[config.mk]
export PLATFORM = sky130hd
export DESIGN_NAME = fire_heat_led_effect_flat
export DESIGN_NICKNAME = d
export VERILOG_FILES = /design/src/hdl/fhl_pkg.sv /design/src/hdl/fhl_if.sv /design/src/hdl/fire_heat_led_effect.sv /design/src/flat_wrapper.sv
export SDC_FILE = /design/constraint.sdc
export NUM_CORES = 2
export LEC_CHECK = 0
export ABC_AREA = 1
export BUFFER_PORTS_ARGS = -buffer_cell sky130_fd_sc_hd__buf_2
export CAP_MARGIN = 40
export CELL_PAD_IN_SITES_DETAIL_PLACEMENT = 1
export CELL_PAD_IN_SITES_GLOBAL_PLACEMENT = 1
export CORE_AREA = 2 2 456 458
export CTS_BUF_LIST = sky130_fd_sc_hd__clkbuf_4 sky130_fd_sc_hd__clkbuf_8
export CTS_CLUSTER_DIAMETER = 40
export DETAILED_ROUTE_END_ITERATION = 6
export DIE_AREA = 0 0 458 460
export GPL_TIMING_DRIVEN = 1
export PLACE_DENSITY = 0.71
export SLEW_MARGIN = 15
export SYNTH_ARGS = -nofsm -noshare
export SYNTH_HDL_FRONTEND = slang
export SYNTH_SLANG_ARGS = --single-unit
[constraint.sdc]
create_clock -name clk -period 35.5 [get_ports clk]
set_input_delay 5.325 -clock clk [delete_from_list [all_inputs] [get_ports clk]]
set_output_delay 5.325 -clock clk [all_outputs]
set_load 0.05 [all_outputs]
[src/hdl/fhl_pkg.sv]
// fhl_pkg: widths, register indexes, palette codes and arithmetic constants
// for the fire heat led effect. No dependencies; used by the interfaces and the top level.
`timescale 1ns / 1ps

package fhl_pkg;

	// field widths
	localparam int COOL_W    = 10;
	localparam int SPOS_W    = 3;
	localparam int SHEAT_W   = 8;
	localparam int HEAT_W    = 8;
	localparam int PIX_W     = 11;
	localparam int COLOR_W   = 8;
	localparam int COUNT_W   = 9;
	localparam int START_W   = 10;
	localparam int MODE_W    = 4;

	// configuration port
	localparam int CFG_IDX_W  = 2;
	localparam int CFG_DATA_W = 10;

	typedef enum logic [CFG_IDX_W-1:0] {
		REG_LED_COUNT  = 2'd0,
		REG_START_LED  = 2'd1,
		REG_COLOR_MODE = 2'd2,
		REG_UNUSED     = 2'd3
	} cfg_reg_t;

	// palette codes; codes above lime fall back to red
	localparam logic [MODE_W-1:0] MODE_RED     = 4'd0;
	localparam logic [MODE_W-1:0] MODE_GREEN   = 4'd1;
	localparam logic [MODE_W-1:0] MODE_BLUE    = 4'd2;
	localparam logic [MODE_W-1:0] MODE_ORANGE  = 4'd3;
	localparam logic [MODE_W-1:0] MODE_PURPLE  = 4'd4;
	localparam logic [MODE_W-1:0] MODE_YELLOW  = 4'd5;
	localparam logic [MODE_W-1:0] MODE_CYAN    = 4'd6;
	localparam logic [MODE_W-1:0] MODE_MAGENTA = 4'd7;
	localparam logic [MODE_W-1:0] MODE_WHITE   = 4'd8;
	localparam logic [MODE_W-1:0] MODE_LIME    = 4'd9;

	// temperature bands
	typedef enum logic [1:0] {
		LVL_COOL = 2'd0,
		LVL_WARM = 2'd1,
		LVL_HOT  = 2'd2,
		LVL_NONE = 2'd3
	} heat_lvl_t;

	localparam logic [7:0] HOT_LEVEL  = 8'h80;
	localparam logic [7:0] WARM_LEVEL = 8'h40;

	// heat scaling t = (h*191 + 127) / 255
	localparam logic [15:0] SCALE_MUL = 16'd191;
	localparam logic [15:0] SCALE_RND = 16'd127;

	// x / 3 for x below 768 as (x * 683) >> 11
	localparam logic [19:0] DIV3_MUL   = 20'd683;
	localparam int          DIV3_SHIFT = 11;

	localparam int MAX_LEDS_DEF = 256;

endpackage

[src/hdl/fhl_if.sv]
// fhl_feed_if and fhl_pixel_if: valid/ready channels for the fire heat led effect.
// Depends on fhl_pkg for field widths.
`timescale 1ns / 1ps

interface fhl_feed_if;
	import fhl_pkg::*;

	logic               valid;
	logic               ready;
	logic [COOL_W-1:0]  cool_amount;
	logic               spark_fire;
	logic [SPOS_W-1:0]  spark_pos;
	logic [SHEAT_W-1:0] spark_heat;

	modport source (output valid, cool_amount, spark_fire, spark_pos, spark_heat,
		input ready);
	modport sink (input valid, cool_amount, spark_fire, spark_pos, spark_heat,
		output ready);
endinterface

interface fhl_pixel_if;
	import fhl_pkg::*;

	logic               valid;
	logic               ready;
	logic [PIX_W-1:0]   pixel_index;
	logic [COLOR_W-1:0] red;
	logic [COLOR_W-1:0] green;
	logic [COLOR_W-1:0] blue;
	logic               frame_end;

	modport source (output valid, pixel_index, red, green, blue, frame_end,
		input ready);
	modport sink (input valid, pixel_index, red, green, blue, frame_end,
		output ready);
endinterface

[src/hdl/fire_heat_led_effect.sv]
// fire_heat_led_effect: fire heat simulation, one led per word, heat kept in a
// single-port-per-side synchronous memory. Depends on fhl_pkg and fhl_if.sv.
//
//   channel  dir  contents
//   feed     in   cool_amount, spark_fire, spark_pos, spark_heat
//   pixel    out  pixel_index, red, green, blue, frame_end
//   cfg      in   cfg_wr_en, cfg_index, cfg_data (led_count, start_led, color_mode)
//
// One word per cycle sustained while pixel.ready is high; from feed to pixel a word passes
// the heat memory read, then the update and write-back, then the output register.
// A back-to-back read of the entry being written is served by forwarding.
// After reset the heat memory is cleared, one entry per cycle, for all MAX_LEDS entries;
// feed.ready stays low during that pass. A stalled pixel holds the update stage,
// and feed.ready drops once that stage is full.
`timescale 1ns / 1ps

module fire_heat_led_effect #(
	parameter int MAX_LEDS = fhl_pkg::MAX_LEDS_DEF
) (
	input  logic                              clk,
	input  logic                              arst_n,
	input  logic                              cfg_wr_en,
	input  logic [fhl_pkg::CFG_IDX_W-1:0]     cfg_index,
	input  logic [fhl_pkg::CFG_DATA_W-1:0]    cfg_data,
	fhl_feed_if.sink                          feed,
	fhl_pixel_if.source                       pixel
);
	import fhl_pkg::*;

	localparam int PW   = $clog2(MAX_LEDS);
	localparam int CNTW = (PW + 1 > COUNT_W) ? PW + 1 : COUNT_W;

	// palette lookup from scaled temperature
	function automatic logic [3*COLOR_W-1:0] palette(input logic [7:0] t,
		input logic [MODE_W-1:0] mode);
		logic [7:0] ramp;
		logic [7:0] half;
		heat_lvl_t  lvl;
		logic [7:0] r, g, b;
		ramp = {t[5:0], 2'b00};
		half = ramp >> 1;
		lvl  = (t > HOT_LEVEL) ? LVL_HOT : ((t > WARM_LEVEL) ? LVL_WARM : LVL_COOL);
		r = 8'd0;
		g = 8'd0;
		b = 8'd0;
		case (mode)
			MODE_GREEN: begin
				if (lvl == LVL_HOT) begin r = ramp; g = 8'd255; b = ramp; end
				else if (lvl == LVL_WARM) begin r = 8'd0; g = 8'd255; b = half; end
				else begin r = 8'd0; g = ramp; b = 8'd0; end
			end
			MODE_BLUE: begin
				if (lvl == LVL_HOT) begin r = ramp; g = ramp; b = 8'd255; end
				else if (lvl == LVL_WARM) begin r = 8'd0; g = ramp; b = 8'd255; end
				else begin r = 8'd0; g = 8'd0; b = ramp; end
			end
			MODE_ORANGE: begin
				if (lvl == LVL_HOT) begin r = 8'd255; g = 8'd255; b = ramp; end
				else if (lvl == LVL_WARM) begin r = 8'd255; g = ramp; b = 8'd0; end
				else begin r = ramp; g = half; b = 8'd0; end
			end
			MODE_PURPLE: begin
				if (lvl == LVL_HOT) begin r = 8'd255; g = ramp; b = 8'd255; end
				else if (lvl == LVL_WARM) begin r = 8'd255; g = 8'd0; b = ramp; end
				else begin r = ramp; g = 8'd0; b = ramp; end
			end
			MODE_YELLOW: begin
				if (lvl == LVL_HOT) begin r = 8'd255; g = 8'd255; b = ramp; end
				else if (lvl == LVL_WARM) begin r = 8'd255; g = 8'd255; b = 8'd0; end
				else begin r = ramp; g = ramp; b = 8'd0; end
			end
			MODE_CYAN: begin
				if (lvl == LVL_HOT) begin r = ramp; g = 8'd255; b = 8'd255; end
				else if (lvl == LVL_WARM) begin r = 8'd0; g = 8'd255; b = 8'd255; end
				else begin r = 8'd0; g = ramp; b = ramp; end
			end
			MODE_MAGENTA: begin
				if (lvl == LVL_HOT) begin r = 8'd255; g = ramp; b = 8'd255; end
				else if (lvl == LVL_WARM) begin r = 8'd255; g = 8'd0; b = 8'd255; end
				else begin r = ramp; g = 8'd0; b = ramp; end
			end
			MODE_WHITE: begin
				if (lvl == LVL_HOT) begin r = 8'd255; g = 8'd255; b = 8'd255; end
				else if (lvl == LVL_WARM) begin r = ramp; g = ramp; b = 8'd255; end
				else begin r = ramp; g = ramp; b = ramp; end
			end
			MODE_LIME: begin
				if (lvl == LVL_HOT) begin r = 8'd255; g = 8'd255; b = ramp; end
				else if (lvl == LVL_WARM) begin r = ramp; g = 8'd255; b = 8'd0; end
				else begin r = half; g = ramp; b = 8'd0; end
			end
			default: begin
				if (lvl == LVL_HOT) begin r = 8'd255; g = 8'd255; b = ramp; end
				else if (lvl == LVL_WARM) begin r = 8'd255; g = ramp; b = 8'd0; end
				else begin r = ramp; g = 8'd0; b = 8'd0; end
			end
		endcase
		return {r, g, b};
	endfunction

	// configuration registers
	logic [COUNT_W-1:0] led_count_q;
	logic [START_W-1:0] start_led_q;
	logic [MODE_W-1:0]  color_mode_q;

	always_ff @(posedge clk or negedge arst_n) begin
		if (!arst_n) begin
			led_count_q  <= COUNT_W'(1);
			start_led_q  <= '0;
			color_mode_q <= MODE_RED;
		end else if (cfg_wr_en) begin
			case (cfg_reg_t'(cfg_index))
				REG_LED_COUNT:  led_count_q  <= cfg_data[COUNT_W-1:0];
				REG_START_LED:  start_led_q  <= cfg_data[START_W-1:0];
				REG_COLOR_MODE: color_mode_q <= cfg_data[MODE_W-1:0];
				default: ;
			endcase
		end
	end

	// effective frame length, clamped to 1..MAX_LEDS
	logic [PW:0] eff_count;

	always_comb begin
		if (led_count_q == '0)
			eff_count = (PW+1)'(1);
		else if (CNTW'(led_count_q) > CNTW'(MAX_LEDS))
			eff_count = (PW+1)'(MAX_LEDS);
		else
			eff_count = (PW+1)'(led_count_q);
	end

	// clearing pass after reset
	logic          clr_busy_q;
	logic [PW-1:0] clr_addr_q;

	always_ff @(posedge clk or negedge arst_n) begin
		if (!arst_n) begin
			clr_busy_q <= 1'b1;
			clr_addr_q <= '0;
		end else if (clr_busy_q) begin
			clr_addr_q <= clr_addr_q + 1'b1;
			if (clr_addr_q == PW'(MAX_LEDS - 1))
				clr_busy_q <= 1'b0;
		end
	end

	// handshake and stage control
	logic s1_valid_q;
	logic s2_valid_q;
	logic s1_adv;
	logic in_acc;

	assign s1_adv     = s1_valid_q && (!s2_valid_q || pixel.ready);
	assign feed.ready = !clr_busy_q && (!s1_valid_q || s1_adv);
	assign in_acc     = feed.valid && feed.ready;

	// frame position and spark latch
	logic [PW-1:0]      led_pos_q;
	logic               spark_vld_q;
	logic [SPOS_W-1:0]  spark_pos_q;
	logic [SHEAT_W-1:0] spark_heat_q;
	logic [PW:0]        pos_inc;
	logic               in_last;

	assign pos_inc = {1'b0, led_pos_q} + 1'b1;
	assign in_last = (pos_inc >= eff_count);

	always_ff @(posedge clk or negedge arst_n) begin
		if (!arst_n) begin
			led_pos_q   <= '0;
			spark_vld_q <= 1'b0;
		end else if (in_acc) begin
			led_pos_q <= in_last ? '0 : pos_inc[PW-1:0];
			if (led_pos_q == '0)
				spark_vld_q <= feed.spark_fire;
		end
	end

	always_ff @(posedge clk) begin
		if (in_acc && led_pos_q == '0) begin
			spark_pos_q  <= feed.spark_pos;
			spark_heat_q <= feed.spark_heat;
		end
	end

	// update stage signals
	logic [PW-1:0]     pos_s1;
	logic [COOL_W-1:0] cool_s1;
	logic              last_s1;
	logic              fwd_s1;
	logic [HEAT_W-1:0] fwd_heat_s1;
	logic [HEAT_W-1:0] heat_rd_q;
	logic [HEAT_W-1:0] new_heat;

	// heat memory: write from clearing pass or update stage, read on accept
	logic [HEAT_W-1:0] heat_mem [MAX_LEDS];
	logic              mem_we;
	logic [PW-1:0]     mem_wa;
	logic [HEAT_W-1:0] mem_wd;

	assign mem_we = clr_busy_q || s1_adv;
	assign mem_wa = clr_busy_q ? clr_addr_q : pos_s1;
	assign mem_wd = clr_busy_q ? '0 : new_heat;

	always_ff @(posedge clk) begin
		if (mem_we)
			heat_mem[mem_wa] <= mem_wd;
		if (in_acc)
			heat_rd_q <= heat_mem[led_pos_q];
	end

	// stage 1 registers; forward when the read hits the entry written this edge
	always_ff @(posedge clk or negedge arst_n) begin
		if (!arst_n)
			s1_valid_q <= 1'b0;
		else if (in_acc)
			s1_valid_q <= 1'b1;
		else if (s1_adv)
			s1_valid_q <= 1'b0;
	end

	always_ff @(posedge clk) begin
		if (in_acc) begin
			pos_s1      <= led_pos_q;
			cool_s1     <= feed.cool_amount;
			last_s1     <= in_last;
			fwd_s1      <= s1_adv && (pos_s1 == led_pos_q);
			fwd_heat_s1 <= new_heat;
		end
	end

	// cool, diffuse and spark
	logic [HEAT_W-1:0]   cooled_prev_q;
	logic [HEAT_W-1:0]   cooled_prev2_q;
	logic [HEAT_W-1:0]   stored;
	logic [HEAT_W-1:0]   cooled;
	logic [HEAT_W+1:0]   diff_sum;
	logic [19:0]         diff_prod;
	logic [HEAT_W-1:0]   base_heat;
	logic [HEAT_W:0]     spark_sum;
	logic                spark_hit;

	always_comb begin
		stored    = fwd_s1 ? fwd_heat_s1 : heat_rd_q;
		cooled    = ({2'b00, stored} > cool_s1) ? HEAT_W'({2'b00, stored} - cool_s1) : '0;
		diff_sum  = {2'b00, cooled_prev_q} + {1'b0, cooled_prev2_q, 1'b0};
		diff_prod = 20'(diff_sum) * DIV3_MUL;
		base_heat = (pos_s1 >= PW'(2)) ? HEAT_W'(diff_prod >> DIV3_SHIFT) : cooled;
		spark_hit = spark_vld_q && (pos_s1 == PW'(spark_pos_q));
		spark_sum = {1'b0, base_heat} + {1'b0, spark_heat_q};
		if (spark_hit)
			new_heat = spark_sum[HEAT_W] ? '1 : spark_sum[HEAT_W-1:0];
		else
			new_heat = base_heat;
	end

	always_ff @(posedge clk or negedge arst_n) begin
		if (!arst_n) begin
			cooled_prev_q  <= '0;
			cooled_prev2_q <= '0;
		end else if (s1_adv) begin
			cooled_prev_q  <= cooled;
			cooled_prev2_q <= cooled_prev_q;
		end
	end

	// output register
	logic [HEAT_W-1:0] heat_s2;
	logic [PIX_W-1:0]  pix_s2;
	logic              last_s2;

	always_ff @(posedge clk or negedge arst_n) begin
		if (!arst_n)
			s2_valid_q <= 1'b0;
		else if (s1_adv)
			s2_valid_q <= 1'b1;
		else if (pixel.ready)
			s2_valid_q <= 1'b0;
	end

	always_ff @(posedge clk) begin
		if (s1_adv) begin
			heat_s2 <= new_heat;
			pix_s2  <= PIX_W'(start_led_q) + PIX_W'(pos_s1);
			last_s2 <= last_s1;
		end
	end

	// scale heat to 0..191 and apply palette
	logic [15:0]          scaled;
	logic [16:0]          div_sum;
	logic [7:0]           temp;
	logic [3*COLOR_W-1:0] rgb;

	always_comb begin
		scaled  = 16'(heat_s2) * SCALE_MUL + SCALE_RND;
		div_sum = 17'(scaled) + 17'(scaled >> 8) + 17'd1;
		temp    = 8'(div_sum >> 8);
		rgb     = palette(temp, color_mode_q);
	end

	assign pixel.valid       = s2_valid_q;
	assign pixel.pixel_index = pix_s2;
	assign pixel.red         = rgb[3*COLOR_W-1:2*COLOR_W];
	assign pixel.green       = rgb[2*COLOR_W-1:COLOR_W];
	assign pixel.blue        = rgb[COLOR_W-1:0];
	assign pixel.frame_end   = last_s2;

endmodule
[src/flat_wrapper.sv]
// flat-port wrapper written by rule: the top's interface ports become plain ports
module fire_heat_led_effect_flat import fhl_pkg::*;
#(
	parameter int MAX_LEDS = fhl_pkg::MAX_LEDS_DEF
)
  (clk, arst_n, cfg_wr_en, cfg_index, cfg_data, feed_valid, feed_cool_amount, feed_spark_fire, feed_spark_pos, feed_spark_heat, feed_ready, pixel_valid, pixel_pixel_index, pixel_red, pixel_green, pixel_blue, pixel_frame_end, pixel_ready);
  fhl_feed_if feed_i ();
  fhl_pixel_if pixel_i ();
  input  logic clk;
  input  logic arst_n;
  input  logic cfg_wr_en;
  input  logic [fhl_pkg::CFG_IDX_W-1:0] cfg_index;
  input  logic [fhl_pkg::CFG_DATA_W-1:0] cfg_data;
  input wire logic [$bits(feed_i.valid)-1:0] feed_valid;
  input wire logic [$bits(feed_i.cool_amount)-1:0] feed_cool_amount;
  input wire logic [$bits(feed_i.spark_fire)-1:0] feed_spark_fire;
  input wire logic [$bits(feed_i.spark_pos)-1:0] feed_spark_pos;
  input wire logic [$bits(feed_i.spark_heat)-1:0] feed_spark_heat;
  output wire logic [$bits(feed_i.ready)-1:0] feed_ready;
  output wire logic [$bits(pixel_i.valid)-1:0] pixel_valid;
  output wire logic [$bits(pixel_i.pixel_index)-1:0] pixel_pixel_index;
  output wire logic [$bits(pixel_i.red)-1:0] pixel_red;
  output wire logic [$bits(pixel_i.green)-1:0] pixel_green;
  output wire logic [$bits(pixel_i.blue)-1:0] pixel_blue;
  output wire logic [$bits(pixel_i.frame_end)-1:0] pixel_frame_end;
  input wire logic [$bits(pixel_i.ready)-1:0] pixel_ready;
  assign feed_i.valid = feed_valid;
  assign feed_i.cool_amount = feed_cool_amount;
  assign feed_i.spark_fire = feed_spark_fire;
  assign feed_i.spark_pos = feed_spark_pos;
  assign feed_i.spark_heat = feed_spark_heat;
  assign feed_ready = feed_i.ready;
  assign pixel_valid = pixel_i.valid;
  assign pixel_pixel_index = pixel_i.pixel_index;
  assign pixel_red = pixel_i.red;
  assign pixel_green = pixel_i.green;
  assign pixel_blue = pixel_i.blue;
  assign pixel_frame_end = pixel_i.frame_end;
  assign pixel_i.ready = pixel_ready;
  fire_heat_led_effect #(.MAX_LEDS(MAX_LEDS)) u_core (.clk(clk), .arst_n(arst_n), .cfg_wr_en(cfg_wr_en), .cfg_index(cfg_index), .cfg_data(cfg_data), .feed(feed_i), .pixel(pixel_i));
endmodule
==> Word level (Yosys, flattened, before mapping) <==
Memories as Yosys holds them, arrays and structs flattened. A register that Yosys moved wholly into a read port is not among the register bits.
Index checks and enable logic that the tools add are counted.
{ "op_classes": {"addsub": 9, "eq_ne": 16, "n_reduce_logical": 25, "multipliers": 2, "muxes": 34, "order_cmp": 6} }
{ "ops": {"columns": ["op", "count"], "rows": [
  ["$mux W8", 18],
  ["$pmux W8 S3", 2],
  ["$pmux W8 S5", 1],
  ["$mul A10 B10 Y19 const B", 1],
  ["$mux W9", 2],
  ["$add A16 B1 Y16 const B", 1],
  ["$add A16 B7 Y16 const B", 1],
  ["$add A16 B8 Y16", 1],
  ["$eq A4 B3 Y1 const B", 4],
  ["$mul A8 B8 Y16 const B", 1],
  ["$add A10 B8 Y11", 1],
  ["$add A8 B9 Y10", 1],
  ["$gt A8 B10 Y1", 1],
  ["$add A8 B1 Y9 const B", 1],
  ["$add A8 B8 Y9", 1],
  ["$ge A9 B9 Y1", 1],
  ["$gt A9 B9 Y1 const B", 1],
  ["$logic_not A9 Y1", 1],
  ["$mux W1", 9],
  ["$add A8 B1 Y8 const B", 1],
  ["$eq A4 B2 Y1 const B", 2],
  ["$eq A4 B4 Y1 const B", 2],
  ["$eq A8 B3 Y1", 1],
  ["$eq A8 B8 Y1", 1],
  ["other kinds (20)", 36]
]} }
{ "word_totals": {"reg_bits": 118, "output_inout_bits": 38, "n_memories": 1, "word_cells": 114, "ramBits": 2048, "in_bits": 39} }
{ "memory_table": {"columns": ["name", "words", "width", "read_ports", "rd_ports_with_merged_regs", "write_ports", "line", "source"], "rows": [
  ["u_core.heat_mem", 256, 8, 1, 1, 1, "fire_heat_led_effect.sv:197", "logic [HEAT_W-1:0] heat_mem [MAX_LEDS];"]
]} }

==> Depth between registers and ports, before layout <==
{ "logic_depth": {"depth_word": 11, "depth_mapped": 40, "depth_no_buf": 40} }

==> Worst setup path before layout <==
No wires, ideal clock.
{ "synth_path": {"path_type": "register -> register", "start": "register u_core.cooled_prev_q[3]", "end": "memory u_core.heat_mem[0][7] (data pin)", "t_arrival_ns": 16.474, "t_required_ns": 33.255, "setup_slack_ns": 16.780, "synth_period_minus_slack_ns": 18.720, "setup_time_ns": 2.245, "stages_incl_launch_ff": 37, "path_buffers": 0, "cell_sequence": "dfrtp_1 -> ha_1 -> nand3_1 -> nand2_1 -> a21oi_1 -> o21bai_1 -> a21oi_1 -> o21ai_0 -> xor2_1 -> inv_1 -> ha_1 -> ha_1 -> fa_1 -> inv_1 -> fa_1 -> inv_1 -> fa_1 -> ha_1 -> nand2_1 -> o21ai_0 -> a21oi_1 -> o221ai_1 -> xor2_1 -> nand2_1 -> nand2_1 -> inv_1 -> ha_1 -> nand3_1 -> nand2_1 -> a21oi_1 -> o21bai_1 -> nand2_1 -> a21oi_1 -> nor2_1 -> inv_1 -> nor2_1 -> a211oi_1"} }
{ "synth_between": {"elab_chain_cells": 7} }
{ "synth_lines": {"columns": ["element", "line", "source"], "rows": [
  ["start: declaration", "fire_heat_led_effect.sv:234", "logic [HEAT_W-1:0] cooled_prev_q;"],
  ["start signal: assignment", "fire_heat_led_effect.sv:263", "cooled_prev_q <= cooled;"],
  ["$add A8 B9 Y10 (*)", "fire_heat_led_effect.sv:247", "diff_sum = {2'b00, cooled_prev_q} + {1'b0, cooled_prev2_q, 1'b0};"],
  ["$mul A10 B10 Y19 (*)", "fire_heat_led_effect.sv:248", "diff_prod = 20'(diff_sum) * DIV3_MUL;"],
  ["$mux W8 (*)", "fire_heat_led_effect.sv:249", "base_heat = (pos_s1 >= PW'(2)) ? HEAT_W'(diff_prod >> DIV3_SHIFT) : cooled;"],
  ["$add A8 B8 Y9", "fire_heat_led_effect.sv:251", "spark_sum = {1'b0, base_heat} + {1'b0, spark_heat_q};"],
  ["$mux W8", "fire_heat_led_effect.sv:253", "new_heat = spark_sum[HEAT_W] ? '1 : spark_sum[HEAT_W-1:0];"],
  ["$mux W8 (*)", "fire_heat_led_effect.sv:252", "if (spark_hit)"],
  ["$mux W8 (*)", "fire_heat_led_effect.sv:204", "assign mem_wd = clr_busy_q ? '0 : new_heat;"],
  ["named net u_core.mem_wd[7]", "fire_heat_led_effect.sv:200", "logic [HEAT_W-1:0] mem_wd;"],
  ["end: declaration", "fire_heat_led_effect.sv:197", null]
]} }
The timed path passes the listed nets; every way through them passes the cells marked *.

==> Worst setup path in the final report <==
{ "layout_path": {"start": "register u_core.heat_s2[4]", "end": "output pixel_green[2]"} }
{ "layout_between": {"elab_chain_cells": 11, "word_cells_on_any_way": 20, "classes_between": "add/sub (3); mul (1); order compare (2); eq/ne (2); mux (12)"} }
{ "layout_lines": {"columns": ["element", "line", "source"], "rows": [
  ["start: declaration", "fire_heat_led_effect.sv:269", "logic [HEAT_W-1:0] heat_s2;"],
  ["start signal: assignment", "fire_heat_led_effect.sv:284", "heat_s2 <= new_heat;"],
  ["$mul A8 B8 Y16 (*)", "fire_heat_led_effect.sv:297", "scaled = 16'(heat_s2) * SCALE_MUL + SCALE_RND;"],
  ["$add A16 B7 Y16 (*)", "fire_heat_led_effect.sv:297", null],
  ["$add A16 B8 Y16 (*)", "fire_heat_led_effect.sv:298", "div_sum = 17'(scaled) + 17'(scaled >> 8) + 17'd1;"],
  ["$add A16 B1 Y16 (*)", "fire_heat_led_effect.sv:298", null],
  ["$gt A8 B7 Y1", "fire_heat_led_effect.sv:42", "lvl = (t > HOT_LEVEL) ? LVL_HOT : ((t > WARM_LEVEL) ? LVL_WARM : LVL_COOL);"],
  ["$mux W1", "fire_heat_led_effect.sv:42", null],
  ["$mux W2", "fire_heat_led_effect.sv:42", null],
  ["$eq A2 B1 Y1", null, null],
  ["$mux W8, on equally long branches (2 in a row)", null, null],
  ["$pmux W8 S5 (*)", "fire_heat_led_effect.sv:46", "case (mode)"],
  ["end: declaration", "flat_wrapper.sv:23", "output wire logic [$bits(pixel_i.green)-1:0] pixel_green;"]
]} }
Every way passes the cells marked *; elsewhere a longest branch is shown, timed or not.

==> results_dict.tcl <==
set metrics [dict create \
    result_of_the_run "complete, no violations" \
    grt_setup_unrepaired "false" \
    final_hold_viol_count 0 \
    via_density 6.02 \
    drc_errors 0 \
    cts-buffers-inserted 382 \
    fp-row-count 167 \
    grt_antenna_before_repair 15 \
    synth_area_um2 92100 \
    design.core.area_um2 206000 \
    fin_hold_ws_ps 422 \
    placed_cell_count 9932 \
    detail-route-antenna-nets 0 \
    area_delta_synth_final_pct 12.0 \
    yosys_warnings 0 \
    first_global_vias 65300 \
    critical_path_required_ps 30170 \
    tritoncts_num_sinks 2174 \
    cts_tree "yes" \
    fraction_of_the_yosys_area_taken_by_sequential_cells_pct 70.5 \
    cts-root-buf "clkbuf_8" \
    mappedNetlistNets 7744 \
    ys.flop_type "edfxtp_1" \
    hp-class "flip-flop to flip-flop" \
    post_cts_resized 0 \
    die-height_um 460 \
    clockBufferDepth 4 \
    setup_tns_ps 0 \
    crit_type "flip-flop to output pin" \
    relSlewSlack_pct 21.3 \
    effective_utilization_at_floorplan_pct 44.7 \
    dr_total_vias 63900 \
    final_cell_mix "edfxtp_1 (2,115), nor2_1 (1,391), o21ai_0 (1,116), nand2_1 (592), clkbuf_8 (391)" \
    slew_at_the_pin_closest_to_its_max_slew_limit_ps 1180 \
    drt_first_iter_violations 6724 \
    timing.critical_path.max_delay_family "adder cells" \
    boundaryPins 77 \
    crit_top_cell "nand2_1" \
    grt_start_max_net_pins 198 \
    fin_area_um2 103000 \
    place_congestion 0.835 \
    global_route_usage_over_all_layers_pct 26.7 \
    wire_length_of_the_first_global_routing_pass_mm 423 \
    instances_no_fill 10600 \
    ys_async_sr_fraction_pct 2.71 \
    setup.worst_path.start_class "flip-flop" \
    netlist_instances 7506 \
    syn_avg_cell_area_um2 12.3 \
    max-cap-violations 0 \
    worst_path_fanout_max 35 \
    firstDrtPassIters 6 \
    ffs_latches_synth 2174 \
    skew_ps 77.8 \
    numPortBuffers 76 \
    chipWidth_um 458 \
    final_layout_size_suffix_gt1_share_pct 11.4 \
    detailed_place.area_um2 95600 \
    setup_viol 0 \
    cts_setup_buffers 0 \
    fill_cells 21100 \
    cpPeakStageDelay_ps 640 \
    total_gr_overflow 0 \
    layout_commonest_cell "edfxtp_1" \
    setup.worst_path.end_class "output pin" \
    clock_tree.htree_level_count 5 \
    cts.hold.buffers_added 0 \
    fin_crit_ps 13640 \
    critical_path.slowest_cell "fa_1" \
    insertion_delay_ps 1110 \
    worst-endpoint-arrival_ps 8320 \
    crit_buf_inv 8 \
    path_clk_slew_ps 60 \
    wl_per_cell_um 26.9 \
    final-max-slew-violation-count 0 \
    die-area_um2 211000 \
    synth.distinct_cells 62 \
    finalWirelength_mm 286 \
    nets 7885 \
    place.detailed.hpwl_mm 168 \
    fmax_mhz 73.3 \
    fin_crit_sh_pct 38.4 \
    synth_enable_flop_cells 2115 \
]
## worst paths after layout
check / endpoint / depth (start not counted) / slack, ps / start
setup / recovery: pixel_green[2] / 38 / 21860 / u_core.heat_s2[4]$_DFFE_PP_
hold / removal: u_core.pixel.frame_end$_DFFE_PP_ / 0 / 420 / u_core.last_s1$_DFFE_PP_
setup reg to reg: u_core.heat_mem[156][3]$_DFFE_PP_ / 40 / 25400 / u_core.cooled_prev_q[3]$_DFFE_PN0P_
hold reg to reg: u_core.pixel.frame_end$_DFFE_PP_ / 0 / 420 / u_core.last_s1$_DFFE_PP_
max in group asynchronous: u_core.cooled_prev_q[6]$_DFFE_PN0P_ / 3 / 30700 / arst_n
min in group asynchronous: u_core.start_led_q[3]$_DFFE_PN0P_ / 2 / 4200 / arst_n
## Yosys cell counts, types with 13 or more instances
cell | n | area (um2)
nor2_1 | 1403 | 5270
buf_1 | 14 | 52.6
edfxtp_1 | 2115 | 63500
nor3_1 | 21 | 105
a31oi_1 | 21 | 131
fa_1 | 53 | 1060
o211ai_1 | 74 | 556
inv_1 | 285 | 1070
a21oi_1 | 116 | 581
xnor2_1 | 17 | 149
nand2_2 | 13 | 81.3
nand2_1 | 599 | 2250
o221ai_1 | 186 | 1630
clkbuf_1 | 461 | 1730
nand3_1 | 254 | 1270
xor2_1 | 33 | 289
nand4_1 | 51 | 319
o21ai_0 | 1116 | 5590
dfrtp_1 | 57 | 1430
ha_1 | 146 | 1830
a221oi_1 | 15 | 131
o22ai_1 | 334 | 2090
## worst reg2reg max path, delay by kind of cell (launching register included)
family | cells | cell delay, ps
buffers and inverters | 9 | 2740
xor gates and xnor gates | 2 | 590
DFF | 1 | 400
adders and majority gates | 8 | 3160
AOI/OAI and AO/OA | 11 | 1720
and+or+nand+nor | 10 | 1120
## through the flow
stage	setup slack [ps]	utilization [%]
after global routing	21100	50.1
after CTS	21670	49.9
after floorplan	16780	-
after detailed placement	22930	46.4
final	21860	50.1
after global placement	23120	46.1
## final cells by class
class                      count  area [um2]  area share (%)
clock buffer                 509        6270            6.07
multi-input combinational   4558       24300            23.6
tap                         2704        3380            3.28
antenna                        7        17.5          0.0170
timing repair buffer         239        2140            2.08
inverter                     292        1120            1.08
sequential                  2174       65000            63.0
clock inverter               147         967           0.937
## layer usage
metal	routed length, um	GRT usage [%]
met1	118000	36.3
met2	134000	42.5
met3	24300	5.23
met4	9690	10.1
met5	47	0
## state kept, by name, indices dropped and copies added, names as in the netlist, 3 cells and up
name	cells
u_core.clr_addr_q	8
u_core.color_mode_q	4
u_core.cool_s1	10
u_core.cooled_prev2_q	8
u_core.cooled_prev_q	8
u_core.fwd_heat_s1	8
u_core.heat_mem	2048
u_core.heat_rd_q	8
u_core.heat_s2	8
u_core.led_count_q	9
u_core.led_pos_q	8
u_core.pixel.pixel_index	11
u_core.pos_s1	8
u_core.spark_heat_q	8
u_core.spark_pos_q	3
u_core.start_led_q	10
## kinds of logic (layout without fill, tap and decap cells)
family / after synthesis / count (layout) / synth area share (%)
buffers and inverters: 774 / 1187 / 3.19
other: 0 / 7 / 0
AOI/OAI and AO/OA: 1908 / 1908 / 12.0
muxes: 10 / 10 / 0.120
and+or+nand+nor: 2389 / 2389 / 10.5
adders and majority gates: 199 / 199 / 3.13
xor gates and xnor gates: 52 / 52 / 0.511
DFF: 2174 / 2174 / 70.5
Power is not shown: default switching activity piles up to over one toggle a cycle in this logic, so the estimate is an artifact.
